**config.mk**
```make
export PLATFORM = sky130hd
export DESIGN_NAME = incremental_pid_clamped_flat
export DESIGN_NICKNAME = d
export VERILOG_FILES = /design/src/rtl/core/ipc_pkg.sv /design/src/rtl/core/ipc_if.sv /design/src/rtl/core/ipc_front.sv /design/src/rtl/core/ipc_mac.sv /design/src/rtl/core/ipc_sat.sv /design/src/rtl/core/incremental_pid_clamped.sv /design/src/flat_wrapper.sv
export SDC_FILE = /design/constraint.sdc
export NUM_CORES = 2
export LEC_CHECK = 0
export BUFFER_PORTS_ARGS = -buffer_cell sky130_fd_sc_hd__buf_2
export CAP_MARGIN = 5
export CORE_MARGIN = 4
export CORE_UTILIZATION = 50
export DETAILED_ROUTE_END_ITERATION = 8
export PLACE_DENSITY = 0.77
export REMOVE_ABC_BUFFERS = 1
export SETUP_SLACK_MARGIN = 0.3
export SLEW_MARGIN = 40
export SYNTH_ARGS = -nofsm -noshare
export SYNTH_HDL_FRONTEND = slang
export SYNTH_SLANG_ARGS = --single-unit
```
**constraint.sdc**
```tcl
create_clock -name clk -period 8 [get_ports clk]
set_input_delay 1.6 -clock clk [delete_from_list [all_inputs] [get_ports clk]]
set_output_delay 1.6 -clock clk [all_outputs]
set_load 0.005 [all_outputs]
```
**src/rtl/core/ipc_pkg.sv**
```systemverilog
// ipc_pkg: shared constants, register codes and types of the clamped incremental pid block
// no dependencies; used by the interfaces, the stage modules and the top level
`default_nettype none

package ipc_pkg;

	// default build widths
	localparam int MEASURE_WIDTH  = 24;
	localparam int GAIN_FRAC_BITS = 8;

	// fixed field widths
	localparam int SETPOINT_WIDTH = 17;
	localparam int GAIN_WIDTH     = 16;
	localparam int LIMIT_WIDTH    = 15;
	localparam int DRIVE_WIDTH    = 16;
	localparam int CFG_IDX_WIDTH  = 2;
	localparam int CFG_DATA_WIDTH = 16;

	// register values after reset (1.9, 1.3 and 0.7 in q8.8, limit 20)
	localparam logic [GAIN_WIDTH-1:0]  GAIN_PROP_RST  = 16'd486;
	localparam logic [GAIN_WIDTH-1:0]  GAIN_INTEG_RST = 16'd333;
	localparam logic [GAIN_WIDTH-1:0]  GAIN_DERIV_RST = 16'd179;
	localparam logic [LIMIT_WIDTH-1:0] OUT_LIMIT_RST  = 15'd20;

	// configuration register indexes
	typedef enum logic [CFG_IDX_WIDTH-1:0] {
		REG_GAIN_PROP  = 2'd0,
		REG_GAIN_INTEG = 2'd1,
		REG_GAIN_DERIV = 2'd2,
		REG_OUT_LIMIT  = 2'd3
	} cfg_reg_t;

	// gain set handed to the multiply stage
	typedef struct packed {
		logic [GAIN_WIDTH-1:0] gain_prop;
		logic [GAIN_WIDTH-1:0] gain_integ;
		logic [GAIN_WIDTH-1:0] gain_deriv;
	} gains_t;

endpackage

`default_nettype wire

```
**src/rtl/core/ipc_if.sv**
```systemverilog
// ipc_sample_if and ipc_result_if: valid/ready channels of the pid block
// depends on ipc_pkg for field widths
`default_nettype none

interface ipc_sample_if #(
	parameter int MEASURE_WIDTH = ipc_pkg::MEASURE_WIDTH
);
	logic                                    valid;
	logic                                    ready;
	logic signed [MEASURE_WIDTH-1:0]         measured;
	logic signed [ipc_pkg::SETPOINT_WIDTH-1:0] setpoint;

	modport source (output valid, output measured, output setpoint, input ready);
	modport sink   (input valid, input measured, input setpoint, output ready);
endinterface

interface ipc_result_if;
	logic                                   valid;
	logic                                   ready;
	logic signed [ipc_pkg::DRIVE_WIDTH-1:0] drive;
	logic                                   saturated;

	modport source (output valid, output drive, output saturated, input ready);
	modport sink   (input valid, input drive, input saturated, output ready);
endinterface

`default_nettype wire

```
**src/rtl/core/ipc_front.sv**
```systemverilog
// ipc_front: input register, error forming, error history and first/second differences
// depends on ipc_pkg
`default_nettype none

module ipc_front #(
	parameter int MEASURE_WIDTH = ipc_pkg::MEASURE_WIDTH
) (
	input  wire logic                                      clk,
	input  wire logic                                      arst_n,
	input  wire logic                                      up_valid,
	output logic                                           up_ready,
	input  wire logic signed [MEASURE_WIDTH-1:0]           up_measured,
	input  wire logic signed [ipc_pkg::SETPOINT_WIDTH-1:0] up_setpoint,
	output logic                                           dn_valid,
	input  wire logic                                      dn_ready,
	output logic signed [MEASURE_WIDTH:0]                  dn_err,
	output logic signed [MEASURE_WIDTH+1:0]                dn_diff1,
	output logic signed [MEASURE_WIDTH+2:0]                dn_diff2
);

	localparam int EW  = MEASURE_WIDTH + 1;
	localparam int D1W = MEASURE_WIDTH + 2;
	localparam int D2W = MEASURE_WIDTH + 3;

	logic                                     v_s1;
	logic signed [MEASURE_WIDTH-1:0]          meas_s1;
	logic signed [ipc_pkg::SETPOINT_WIDTH-1:0] tgt_s1;
	logic                                     v_s2;
	logic signed [EW-1:0]                     err_s2;
	logic signed [D1W-1:0]                    diff1_s2;
	logic signed [D2W-1:0]                    diff2_s2;
	logic signed [EW-1:0]                     err_prev1_q;
	logic signed [EW-1:0]                     err_prev2_q;
	logic signed [EW-1:0]                     err;
	logic signed [D1W-1:0]                    diff1;
	logic signed [D2W-1:0]                    diff2;
	logic                                     free_s1;
	logic                                     free_s2;
	logic                                     move_s1;

	// stage handshake
	assign free_s2  = !v_s2 || dn_ready;
	assign move_s1  = v_s1 && free_s2;
	assign free_s1  = !v_s1 || free_s2;
	assign up_ready = free_s1;

	// error and its differences against the history
	always_comb begin
		err   = EW'(tgt_s1) - EW'(meas_s1);
		diff1 = D1W'(err) - D1W'(err_prev1_q);
		diff2 = D2W'(err) - (D2W'(err_prev1_q) <<< 1) + D2W'(err_prev2_q);
	end

	// valid bits and error history
	always_ff @(posedge clk or negedge arst_n) begin
		if (!arst_n) begin
			v_s1        <= 1'b0;
			v_s2        <= 1'b0;
			err_prev1_q <= '0;
			err_prev2_q <= '0;
		end else begin
			if (free_s1) begin
				v_s1 <= up_valid;
			end
			if (free_s2) begin
				v_s2 <= v_s1;
			end
			if (move_s1) begin
				err_prev2_q <= err_prev1_q;
				err_prev1_q <= err;
			end
		end
	end

	// payload registers
	always_ff @(posedge clk) begin
		if (free_s1) begin
			meas_s1 <= up_measured;
			tgt_s1  <= up_setpoint;
		end
		if (free_s2) begin
			err_s2   <= err;
			diff1_s2 <= diff1;
			diff2_s2 <= diff2;
		end
	end

	assign dn_valid = v_s2;
	assign dn_err   = err_s2;
	assign dn_diff1 = diff1_s2;
	assign dn_diff2 = diff2_s2;

endmodule

`default_nettype wire

```
**src/rtl/core/ipc_mac.sv**
```systemverilog
// ipc_mac: three gain products, then sum with shift toward zero
// depends on ipc_pkg for the gain set type
`default_nettype none

module ipc_mac #(
	parameter int MEASURE_WIDTH  = ipc_pkg::MEASURE_WIDTH,
	parameter int GAIN_FRAC_BITS = ipc_pkg::GAIN_FRAC_BITS,
	parameter int VAL_WIDTH      = MEASURE_WIDTH + 21 - GAIN_FRAC_BITS
) (
	input  wire logic                           clk,
	input  wire logic                           arst_n,
	input  wire ipc_pkg::gains_t                gains,
	input  wire logic                           up_valid,
	output logic                                up_ready,
	input  wire logic signed [MEASURE_WIDTH:0]  up_err,
	input  wire logic signed [MEASURE_WIDTH+1:0] up_diff1,
	input  wire logic signed [MEASURE_WIDTH+2:0] up_diff2,
	output logic                                dn_valid,
	input  wire logic                           dn_ready,
	output logic signed [VAL_WIDTH-1:0]         dn_value
);

	localparam int GW = ipc_pkg::GAIN_WIDTH;
	localparam int PW = MEASURE_WIDTH + 3 + GW;
	localparam int SW = PW + 2;
	localparam logic signed [SW-1:0] RND = {{(SW-GAIN_FRAC_BITS){1'b0}}, {GAIN_FRAC_BITS{1'b1}}};

	logic                 v_s3;
	logic signed [PW-1:0] prod_p_s3;
	logic signed [PW-1:0] prod_i_s3;
	logic signed [PW-1:0] prod_d_s3;
	logic                 v_s4;
	logic signed [VAL_WIDTH-1:0] val_s4;
	logic signed [PW-1:0] prod_p;
	logic signed [PW-1:0] prod_i;
	logic signed [PW-1:0] prod_d;
	logic signed [SW-1:0] sum;
	logic signed [SW-1:0] adj;
	logic                 free_s3;
	logic                 free_s4;

	// stage handshake
	assign free_s4  = !v_s4 || dn_ready;
	assign free_s3  = !v_s3 || free_s4;
	assign up_ready = free_s3;

	// unsigned gains times signed error terms
	always_comb begin
		prod_p = PW'(up_diff1) * $signed({{(PW-GW){1'b0}}, gains.gain_prop});
		prod_i = PW'(up_err)   * $signed({{(PW-GW){1'b0}}, gains.gain_integ});
		prod_d = PW'(up_diff2) * $signed({{(PW-GW){1'b0}}, gains.gain_deriv});
	end

	// sum, then drop the fraction rounding toward zero
	always_comb begin
		sum = SW'(prod_p_s3) + SW'(prod_i_s3) + SW'(prod_d_s3);
		adj = sum + (sum[SW-1] ? RND : '0);
	end

	always_ff @(posedge clk or negedge arst_n) begin
		if (!arst_n) begin
			v_s3 <= 1'b0;
			v_s4 <= 1'b0;
		end else begin
			if (free_s3) begin
				v_s3 <= up_valid;
			end
			if (free_s4) begin
				v_s4 <= v_s3;
			end
		end
	end

	always_ff @(posedge clk) begin
		if (free_s3) begin
			prod_p_s3 <= prod_p;
			prod_i_s3 <= prod_i;
			prod_d_s3 <= prod_d;
		end
		if (free_s4) begin
			val_s4 <= VAL_WIDTH'(adj >>> GAIN_FRAC_BITS);
		end
	end

	assign dn_valid = v_s4;
	assign dn_value = val_s4;

endmodule

`default_nettype wire

```
**src/rtl/core/ipc_sat.sv**
```systemverilog
// ipc_sat: symmetric clamp against out_limit and the output register
// depends on ipc_pkg for limit and drive widths
`default_nettype none

module ipc_sat #(
	parameter int VAL_WIDTH = ipc_pkg::MEASURE_WIDTH + 21 - ipc_pkg::GAIN_FRAC_BITS
) (
	input  wire logic                                  clk,
	input  wire logic                                  arst_n,
	input  wire logic [ipc_pkg::LIMIT_WIDTH-1:0]       limit,
	input  wire logic                                  up_valid,
	output logic                                       up_ready,
	input  wire logic signed [VAL_WIDTH-1:0]           up_value,
	output logic                                       dn_valid,
	input  wire logic                                  dn_ready,
	output logic signed [ipc_pkg::DRIVE_WIDTH-1:0]     dn_drive,
	output logic                                       dn_saturated
);

	localparam int LW = ipc_pkg::LIMIT_WIDTH;
	localparam int DW = ipc_pkg::DRIVE_WIDTH;

	logic                        v_s5;
	logic signed [DW-1:0]        drive_s5;
	logic                        sat_s5;
	logic signed [VAL_WIDTH-1:0] lim_pos;
	logic signed [VAL_WIDTH-1:0] lim_neg;
	logic signed [VAL_WIDTH-1:0] clamped;
	logic                        sat;
	logic                        free_s5;

	assign free_s5  = !v_s5 || dn_ready;
	assign up_ready = free_s5;

	// clamp to plus or minus the limit
	always_comb begin
		lim_pos = $signed({{(VAL_WIDTH-LW){1'b0}}, limit});
		lim_neg = -lim_pos;
		clamped = up_value;
		sat     = 1'b0;
		if (up_value > lim_pos) begin
			clamped = lim_pos;
			sat     = 1'b1;
		end else if (up_value < lim_neg) begin
			clamped = lim_neg;
			sat     = 1'b1;
		end
	end

	always_ff @(posedge clk or negedge arst_n) begin
		if (!arst_n) begin
			v_s5 <= 1'b0;
		end else if (free_s5) begin
			v_s5 <= up_valid;
		end
	end

	always_ff @(posedge clk) begin
		if (free_s5) begin
			drive_s5 <= DW'(clamped);
			sat_s5   <= sat;
		end
	end

	assign dn_valid     = v_s5;
	assign dn_drive     = drive_s5;
	assign dn_saturated = sat_s5;

endmodule

`default_nettype wire

```
**src/rtl/core/incremental_pid_clamped.sv**
```systemverilog
// incremental_pid_clamped: velocity-form pid step with symmetric output clamp
// depends on ipc_pkg, ipc_if, ipc_front, ipc_mac and ipc_sat
//
// usage
// - sample channel (valid/ready) carries one word: measured value and setpoint
// - ctrl channel (valid/ready) returns one word per sample: drive and saturated
// - cfg_we/cfg_idx/cfg_data write gain_prop, gain_integ, gain_deriv, out_limit;
//   write only while no sample is in flight
// - path: a word accepted on sample passes the input register, difference
//   register, product register, sum register and output register before it
//   shows on ctrl
// - throughput: one word per cycle while ctrl is not stalled; every stage has its own valid bit, so a
//   bubble anywhere is filled and a stalled result does not block upstream
//   stages that still have room
// - when ctrl stalls, the stalled word holds and ready ripples back stage by
//   stage; up to five words sit in the pipeline
// - reset clears all stage valid bits and both error history entries, and
//   loads gains 1.9/1.3/0.7 (q8.8) and limit 20
// - the error history advances as each word leaves the input register, so
//   words are processed strictly in order
`default_nettype none

module incremental_pid_clamped #(
	parameter int MEASURE_WIDTH  = ipc_pkg::MEASURE_WIDTH,
	parameter int GAIN_FRAC_BITS = ipc_pkg::GAIN_FRAC_BITS
) (
	input  wire logic                                 clk,
	input  wire logic                                 arst_n,
	ipc_sample_if.sink                                sample,
	ipc_result_if.source                              ctrl,
	input  wire logic                                 cfg_we,
	input  wire logic [ipc_pkg::CFG_IDX_WIDTH-1:0]    cfg_idx,
	input  wire logic [ipc_pkg::CFG_DATA_WIDTH-1:0]   cfg_data
);

	localparam int VW = MEASURE_WIDTH + 21 - GAIN_FRAC_BITS;

	ipc_pkg::gains_t                   gains_q;
	logic [ipc_pkg::LIMIT_WIDTH-1:0]   out_limit_q;

	logic                              f_valid;
	logic                              f_ready;
	logic signed [MEASURE_WIDTH:0]     f_err;
	logic signed [MEASURE_WIDTH+1:0]   f_diff1;
	logic signed [MEASURE_WIDTH+2:0]   f_diff2;
	logic                              m_valid;
	logic                              m_ready;
	logic signed [VW-1:0]              m_value;

	// configuration registers
	always_ff @(posedge clk or negedge arst_n) begin
		if (!arst_n) begin
			gains_q.gain_prop  <= ipc_pkg::GAIN_PROP_RST;
			gains_q.gain_integ <= ipc_pkg::GAIN_INTEG_RST;
			gains_q.gain_deriv <= ipc_pkg::GAIN_DERIV_RST;
			out_limit_q        <= ipc_pkg::OUT_LIMIT_RST;
		end else if (cfg_we) begin
			unique case (ipc_pkg::cfg_reg_t'(cfg_idx))
				ipc_pkg::REG_GAIN_PROP:  gains_q.gain_prop  <= cfg_data;
				ipc_pkg::REG_GAIN_INTEG: gains_q.gain_integ <= cfg_data;
				ipc_pkg::REG_GAIN_DERIV: gains_q.gain_deriv <= cfg_data;
				ipc_pkg::REG_OUT_LIMIT:  out_limit_q <= cfg_data[ipc_pkg::LIMIT_WIDTH-1:0];
				default: ;
			endcase
		end
	end

	// error and differences
	ipc_front #(
		.MEASURE_WIDTH (MEASURE_WIDTH)
	) u_front (
		.clk         (clk),
		.arst_n      (arst_n),
		.up_valid    (sample.valid),
		.up_ready    (sample.ready),
		.up_measured (sample.measured),
		.up_setpoint (sample.setpoint),
		.dn_valid    (f_valid),
		.dn_ready    (f_ready),
		.dn_err      (f_err),
		.dn_diff1    (f_diff1),
		.dn_diff2    (f_diff2)
	);

	// gain products and scaled sum
	ipc_mac #(
		.MEASURE_WIDTH  (MEASURE_WIDTH),
		.GAIN_FRAC_BITS (GAIN_FRAC_BITS),
		.VAL_WIDTH      (VW)
	) u_mac (
		.clk      (clk),
		.arst_n   (arst_n),
		.gains    (gains_q),
		.up_valid (f_valid),
		.up_ready (f_ready),
		.up_err   (f_err),
		.up_diff1 (f_diff1),
		.up_diff2 (f_diff2),
		.dn_valid (m_valid),
		.dn_ready (m_ready),
		.dn_value (m_value)
	);

	// clamp and output register
	ipc_sat #(
		.VAL_WIDTH (VW)
	) u_sat (
		.clk          (clk),
		.arst_n       (arst_n),
		.limit        (out_limit_q),
		.up_valid     (m_valid),
		.up_ready     (m_ready),
		.up_value     (m_value),
		.dn_valid     (ctrl.valid),
		.dn_ready     (ctrl.ready),
		.dn_drive     (ctrl.drive),
		.dn_saturated (ctrl.saturated)
	);

endmodule

`default_nettype wire
```
**src/flat_wrapper.sv**
```systemverilog
// flat-port wrapper written by rule: the top's interface ports become plain ports
module incremental_pid_clamped_flat 
#(
	parameter int MEASURE_WIDTH  = ipc_pkg::MEASURE_WIDTH,
	parameter int GAIN_FRAC_BITS = ipc_pkg::GAIN_FRAC_BITS
)
  (clk, arst_n, cfg_we, cfg_idx, cfg_data, sample_valid, sample_measured, sample_setpoint, sample_ready, ctrl_valid, ctrl_drive, ctrl_saturated, ctrl_ready);
  ipc_sample_if #(.MEASURE_WIDTH(MEASURE_WIDTH)) sample_i ();
  ipc_result_if ctrl_i ();
  input  wire logic clk;
  input  wire logic arst_n;
  input  wire logic cfg_we;
  input  wire logic [ipc_pkg::CFG_IDX_WIDTH-1:0] cfg_idx;
  input  wire logic [ipc_pkg::CFG_DATA_WIDTH-1:0] cfg_data;
  input wire logic [$bits(sample_i.valid)-1:0] sample_valid;
  input wire logic [$bits(sample_i.measured)-1:0] sample_measured;
  input wire logic [$bits(sample_i.setpoint)-1:0] sample_setpoint;
  output wire logic [$bits(sample_i.ready)-1:0] sample_ready;
  output wire logic [$bits(ctrl_i.valid)-1:0] ctrl_valid;
  output wire logic [$bits(ctrl_i.drive)-1:0] ctrl_drive;
  output wire logic [$bits(ctrl_i.saturated)-1:0] ctrl_saturated;
  input wire logic [$bits(ctrl_i.ready)-1:0] ctrl_ready;
  assign sample_i.valid = sample_valid;
  assign sample_i.measured = sample_measured;
  assign sample_i.setpoint = sample_setpoint;
  assign sample_ready = sample_i.ready;
  assign ctrl_valid = ctrl_i.valid;
  assign ctrl_drive = ctrl_i.drive;
  assign ctrl_saturated = ctrl_i.saturated;
  assign ctrl_i.ready = ctrl_ready;
  incremental_pid_clamped #(.MEASURE_WIDTH(MEASURE_WIDTH), .GAIN_FRAC_BITS(GAIN_FRAC_BITS)) u_core (.clk(clk), .arst_n(arst_n), .sample(sample_i), .ctrl(ctrl_i), .cfg_we(cfg_we), .cfg_idx(cfg_idx), .cfg_data(cfg_data));
endmodule
```
# Word-level counts from Yosys, hierarchy flattened
# Cells that the tools add are included.
# classes
n_addsub,8
mul,3
n_lt_le_gt_ge,2
n_eq_ne,3
mux,4
n_reduce_logical,16
# ops
operator,n
adder 44 x 43 -> 45 bit,1
adder 45 x 8 -> 45 bit,1
adder 43 x 42 -> 44 bit,1
multiplier 26 x 17 -> 43 bit,1
multiplier 27 x 17 -> 43 bit,1
multiplier 25 x 17 -> 42 bit,1
> comparator 37 x 16 -> 1 bit,1
less-than comparator 37 bit,1
negator 15 -> 37 bit,1
adder 27 x 25 -> 27 bit,1
subtractor 25 x 26 -> 27 bit,1
subtractor 25 x 25 -> 26 bit,1
subtractor 17 x 24 -> 25 bit,1
2-to-1 mux 16 bit,1
2-to-1 mux 15 bit,1
2-to-1 mux 8 bit,1
AND reduction 2 bit,4
logical NOT 1 bit,5
logical OR 1 bit,5
equality test 2 bit (second input constant),2
equality test 2 x 1 -> 1 bit (second input constant),1
logical NOT 2 bit,1
logical AND 1 bit,1
2-to-1 mux 1 bit,1
# totals
ff_bits,419
in_bits,64

# Longest topological paths before layout
# logic_depth
depth_word,6
depth_mapped,27

# By module
# A second synthesis with hierarchy kept.
# unflattened
hier_cells,7207
area_unflattened_um2,69063.7
# modules_own_cells
mod,instances,cells_per_inst,area_each_um2,seq_area_each_um2
ipc_mac,1,5789,53719.0,5004.8
ipc_front,1,971,10312.4,4874.7
ipc_sat,1,313,2635.0,535.5
incremental_pid_clamped,1,134,2397.3,1599.0

# Least setup slack after synthesis
# No wires, ideal clock.
# synth_path
kind,input port to output port
start,in ctrl_ready
end,out sample_ready
t_arrival_ns,5.620
required_ns,6.400
setup_slack_ns,0.780
cell_stages,3
n_path_buf,0
cell_sequence,nor2b_1 > nand4_1 > or2_2
# synth_via
elab_chain_len,5
# synth_lines
element,line,source
from (decl),flat_wrapper.sv:22,input wire logic [$bits(ctrl_i.ready)-1:0] ctrl_ready;
logical OR 1 bit,ipc_sat.sv:32,assign free_s5 = !v_s5 || dn_ready;
logical OR 1 bit,ipc_mac.sv:43,assign free_s4 = !v_s4 || dn_ready;
logical OR 1 bit,ipc_mac.sv:44,assign free_s3 = !v_s3 || free_s4;
logical OR 1 bit,ipc_front.sv:42,assign free_s2 = !v_s2 || dn_ready;
named net u_core.u_front.free_s2,ipc_front.sv:38,logic free_s2;
logical OR 1 bit,ipc_front.sv:44,assign free_s1 = !v_s1 || free_s2;
to (decl),flat_wrapper.sv:18,output wire logic [$bits(sample_i.ready)-1:0] sample_ready;
# The timed path passes the listed nets, and every way through them passes these cells.

# Final worst setup path
# layout_path
start,reg u_core.u_front.err_s2[9] (netlist: u_core.u_front.dn_err[9])
end,reg u_core.u_mac.prod_i_s3[41] (netlist name)
# layout_via
elab_chain_len,1
# layout_lines
element,line,source
from (decl),ipc_front.sv:29,logic signed [EW-1:0] err_s2;
from (signal assigned),ipc_front.sv:82,err_s2 <= err;
multiplier 25 x 17 -> 42 bit,ipc_mac.sv:50,"prod_i = PW'(up_err) * $signed({{(PW-GW){1'b0}}, gains.gain_integ});"
named net u_core.u_mac.prod_i[41],ipc_mac.sv:35,logic signed [PW-1:0] prod_i;
# The timed path passes the listed nets, and every way through them passes these cells.
# A chain may end at the register's enable or synchronous reset.

==> results.yml <==
run_status:
  status: "finished with violations"
  violations: "design-rule violations"
cts:
  h-tree-depth: 2
  cts_sinks: 419
  holdBufCountCts: 0
  insertion_delay_ps: 650
  cts_tree: "yes"
  clk_path_buf_depth: 3
  clk_pin_slew_ps: 60
  root_buffer: "clkbuf_16"
  cts_made_buffers: 47
setup_path:
  cp-start-kind: "flop"
  crit_required_ps: 8510
  worstPathCellList: "and2_1, fa_1, inv_1, fa_1, fa_1, inv_1, fa_1, fa_1, inv_1, fa_1, inv_1, ha_1, a21o_1, a21o_1, a21oi_1, nand3b_1, a31oi_1, a2111oi_0, o31a_1, o211ai_1, a311oi_1, nor2_1, mux2_2, nand4_1"
  cpMostUsedCell: "fa_1"
  end_kind: "flop"
  max_stage_delay_ps: 690
  path_max_fanout: 16
  arrival_ps: 7920
  slowest_stage: "edfxtp_1"
  worstSetupPathType: "flop to flop"
global_routing:
  grt_pass1_wl_mm: 295
  grt_pass1_vias: 52800
  grt-ovfl-total: 0
  grt_use_total_pct: 26.6
  antenna_found_initial: 14
  grt_max_degree: 70
synthesis:
  yosysMostFrequentCell: "inv_1"
  syn_area_per_cell_um2: 9.69
  ys_warn_count: 0
  synth-edff-count: 301
  yosys.area.top_type: "fa_1"
  synthTopCellsByCount: "inv_1, fa_1, nand2_1"
  seq_area_frac_synth_pct: 17.7
  syn-cell-area_um2: 68000
  synth_area_leaders: "fa_1, edfxtp_1, ha_1"
  synth_seq_cells: 419
  synth_top_area_share_pct: 37.7
  synth.distinct_cells: 85
  synth_ff_type: "edfxtp_1"
  synthCells: 7014
  postSynth.asyncResetShare_pct: 28.2
die:
  dieHeight_um: 377
  die_x_um: 377
  initial_core_util_pct: 50.2
  dieArea_um2: 142000
  io_pins: 83
  std_cell_rows: 135
  core_area_um2: 135000
timing:
  fin_worst_skew_ps: 54.0
  drv_slew: 0
  holdWs_ps: 468
  rsz0062_at_grt: "false"
  worst_slew_pin_slew_ps: 935
  setup_tns_ps: 0
  fin_crit_ps: 7400
  finalCritPeriodShare_pct: 92.6
  setup_slack_ps: 595
  maxSlewHeadroom_pct: 37.5
  finalSetupViolCount: 0
  final_hold_viol_count: 0
  max_freq_mhz: 135
place:
  dp.cells: 8724
  dp_hpwl_mm: 151
  dp_slack_ps: 608
  place_congestion: 0.983
  port_buffers: 82
routing:
  ant_nets: 0
  dr.pass1.iters: 9
  via_per_inst: 5.56
  routedWlPerCell_um: 20.8
  drt_drc_violations_left: 2
  vias: 49100
  drtIter0Drc: 4425
  totalWireLength_mm: 184
job:
  maxCapViolCount: 0
final_layout:
  multi_input_area_um2: 49200
  seqCellArea_um2: 12000
  drive_gt1_share_pct: 6.03
  fin_cells: 8833
  fillers: 11500
  nets: 8839
  area_growth_pct: 6.32
hold_path:
  min_path_type: "flop to flop"
flip-flops by register name, summed over array words and instances (netlist names), 15 cells and up:
| register | cells |
|---|---|
| u_core.u_mac.prod_d_s3 | 43 |
| u_core.u_mac.prod_i_s3 | 42 |
| u_core.gains_q | 48 |
| u_core.u_mac.prod_p_s3 | 43 |
| u_core.u_front.dn_diff2 | 27 |
| u_core.u_front.dn_diff1 | 26 |
| u_core.out_limit_q | 15 |
| u_core.u_front.meas_s1 | 24 |
| u_core.u_mac.dn_value | 37 |
| u_core.u_sat.dn_drive | 16 |
| u_core.u_front.err_prev2_q | 25 |
| u_core.u_front.dn_err | 25 |
| u_core.u_front.err_prev1_q | 25 |
| u_core.u_front.tgt_s1 | 17 |
layout make-up:
class,count,area share [%]
flip-flops and latches,419,16.7
multi-input cells,4758,68.0
inverters,1591,8.26
well taps,1781,3.08
diodes,9,0.0312
clock inverters,32,0.480
clock buffers,56,1.74
repair buffers,187,1.70
timing repair:
item                                    CTS  global route
setup buffers                             0            12
endpoints found under the setup margin    0             8
resized for setup                         0             9
worst max-delay path: cells and delay by family (launching register included):
| kind | cells | cell delay [ps] |
|---|---|---|
| buf+inv | 4 | 190 |
| simple gates | 4 | 740 |
| fa+ha+maj | 7 | 3340 |
| mux | 1 | 360 |
| compound gates | 8 | 1970 |
| flops | 1 | 690 |
routing by layer:
layer	wire length [um]	share of wire, %	track usage [%]	vias up
li1	-	-	-	21500
met1	70900	39	34.5	24800
met2	84400	46	42.8	2291
met3	19100	10	6.79	498
met4	9430	5.1	11.1	8
met5	58	0.032	0	-
cell usage in the layout (no fill, tap or decap), drive strengths merged, types with 167 or more instances in the layout:
| cell type | instances |
|---|---|
| inv | 1596 |
| nor2 | 167 |
| xnor2 | 190 |
| nand2 | 887 |
| buf | 187 |
| ha | 490 |
| edfxtp | 301 |
| a21oi | 196 |
| fa | 1281 |
| and2 | 525 |
worst paths after layout:
path                                     startpoint                             end  slack (ps)  cells after the start
setup reg to reg           u_core.u_front.dn_err[9]      u_core.u_mac.prod_i_s3[41]         600                     24
hold reg to reg             u_core.u_front.dn_valid               u_core.u_mac.v_s3         470                      1
min in group asynchronous                    arst_n  u_core.u_front.err_prev1_q[23]         970                      1
hold / removal              u_core.u_front.dn_valid               u_core.u_mac.v_s3         470                      1
setup / recovery           u_core.u_front.dn_err[9]      u_core.u_mac.prod_i_s3[41]         600                     24
max in group asynchronous                    arst_n               u_core.gains_q[8]        5810                      2
metrics by stage:
| stage | cell area, um2 | utilization, % |
|---|---|---|
| after floorplan | 67100 | - |
| after global placement | 70400 | 52.0 |
| after detailed placement | 70500 | 52.1 |
| after CTS | 72100 | 53.3 |
| after global routing | 72300 | 53.4 |
| final | 72300 | 53.4 |
cell families after synthesis:
logic type	synth area share, %
and+or+nand+nor	14.0
buffers and inverters	10.1
adders and majority gates	46.7
AOI/OAI and AO/OA	6.37
DFF	17.7
xor gates and xnor gates	3.40
muxes	1.70
Power is not shown: default switching activity piles up to over one toggle a cycle in this logic, so the estimate is an artifact.
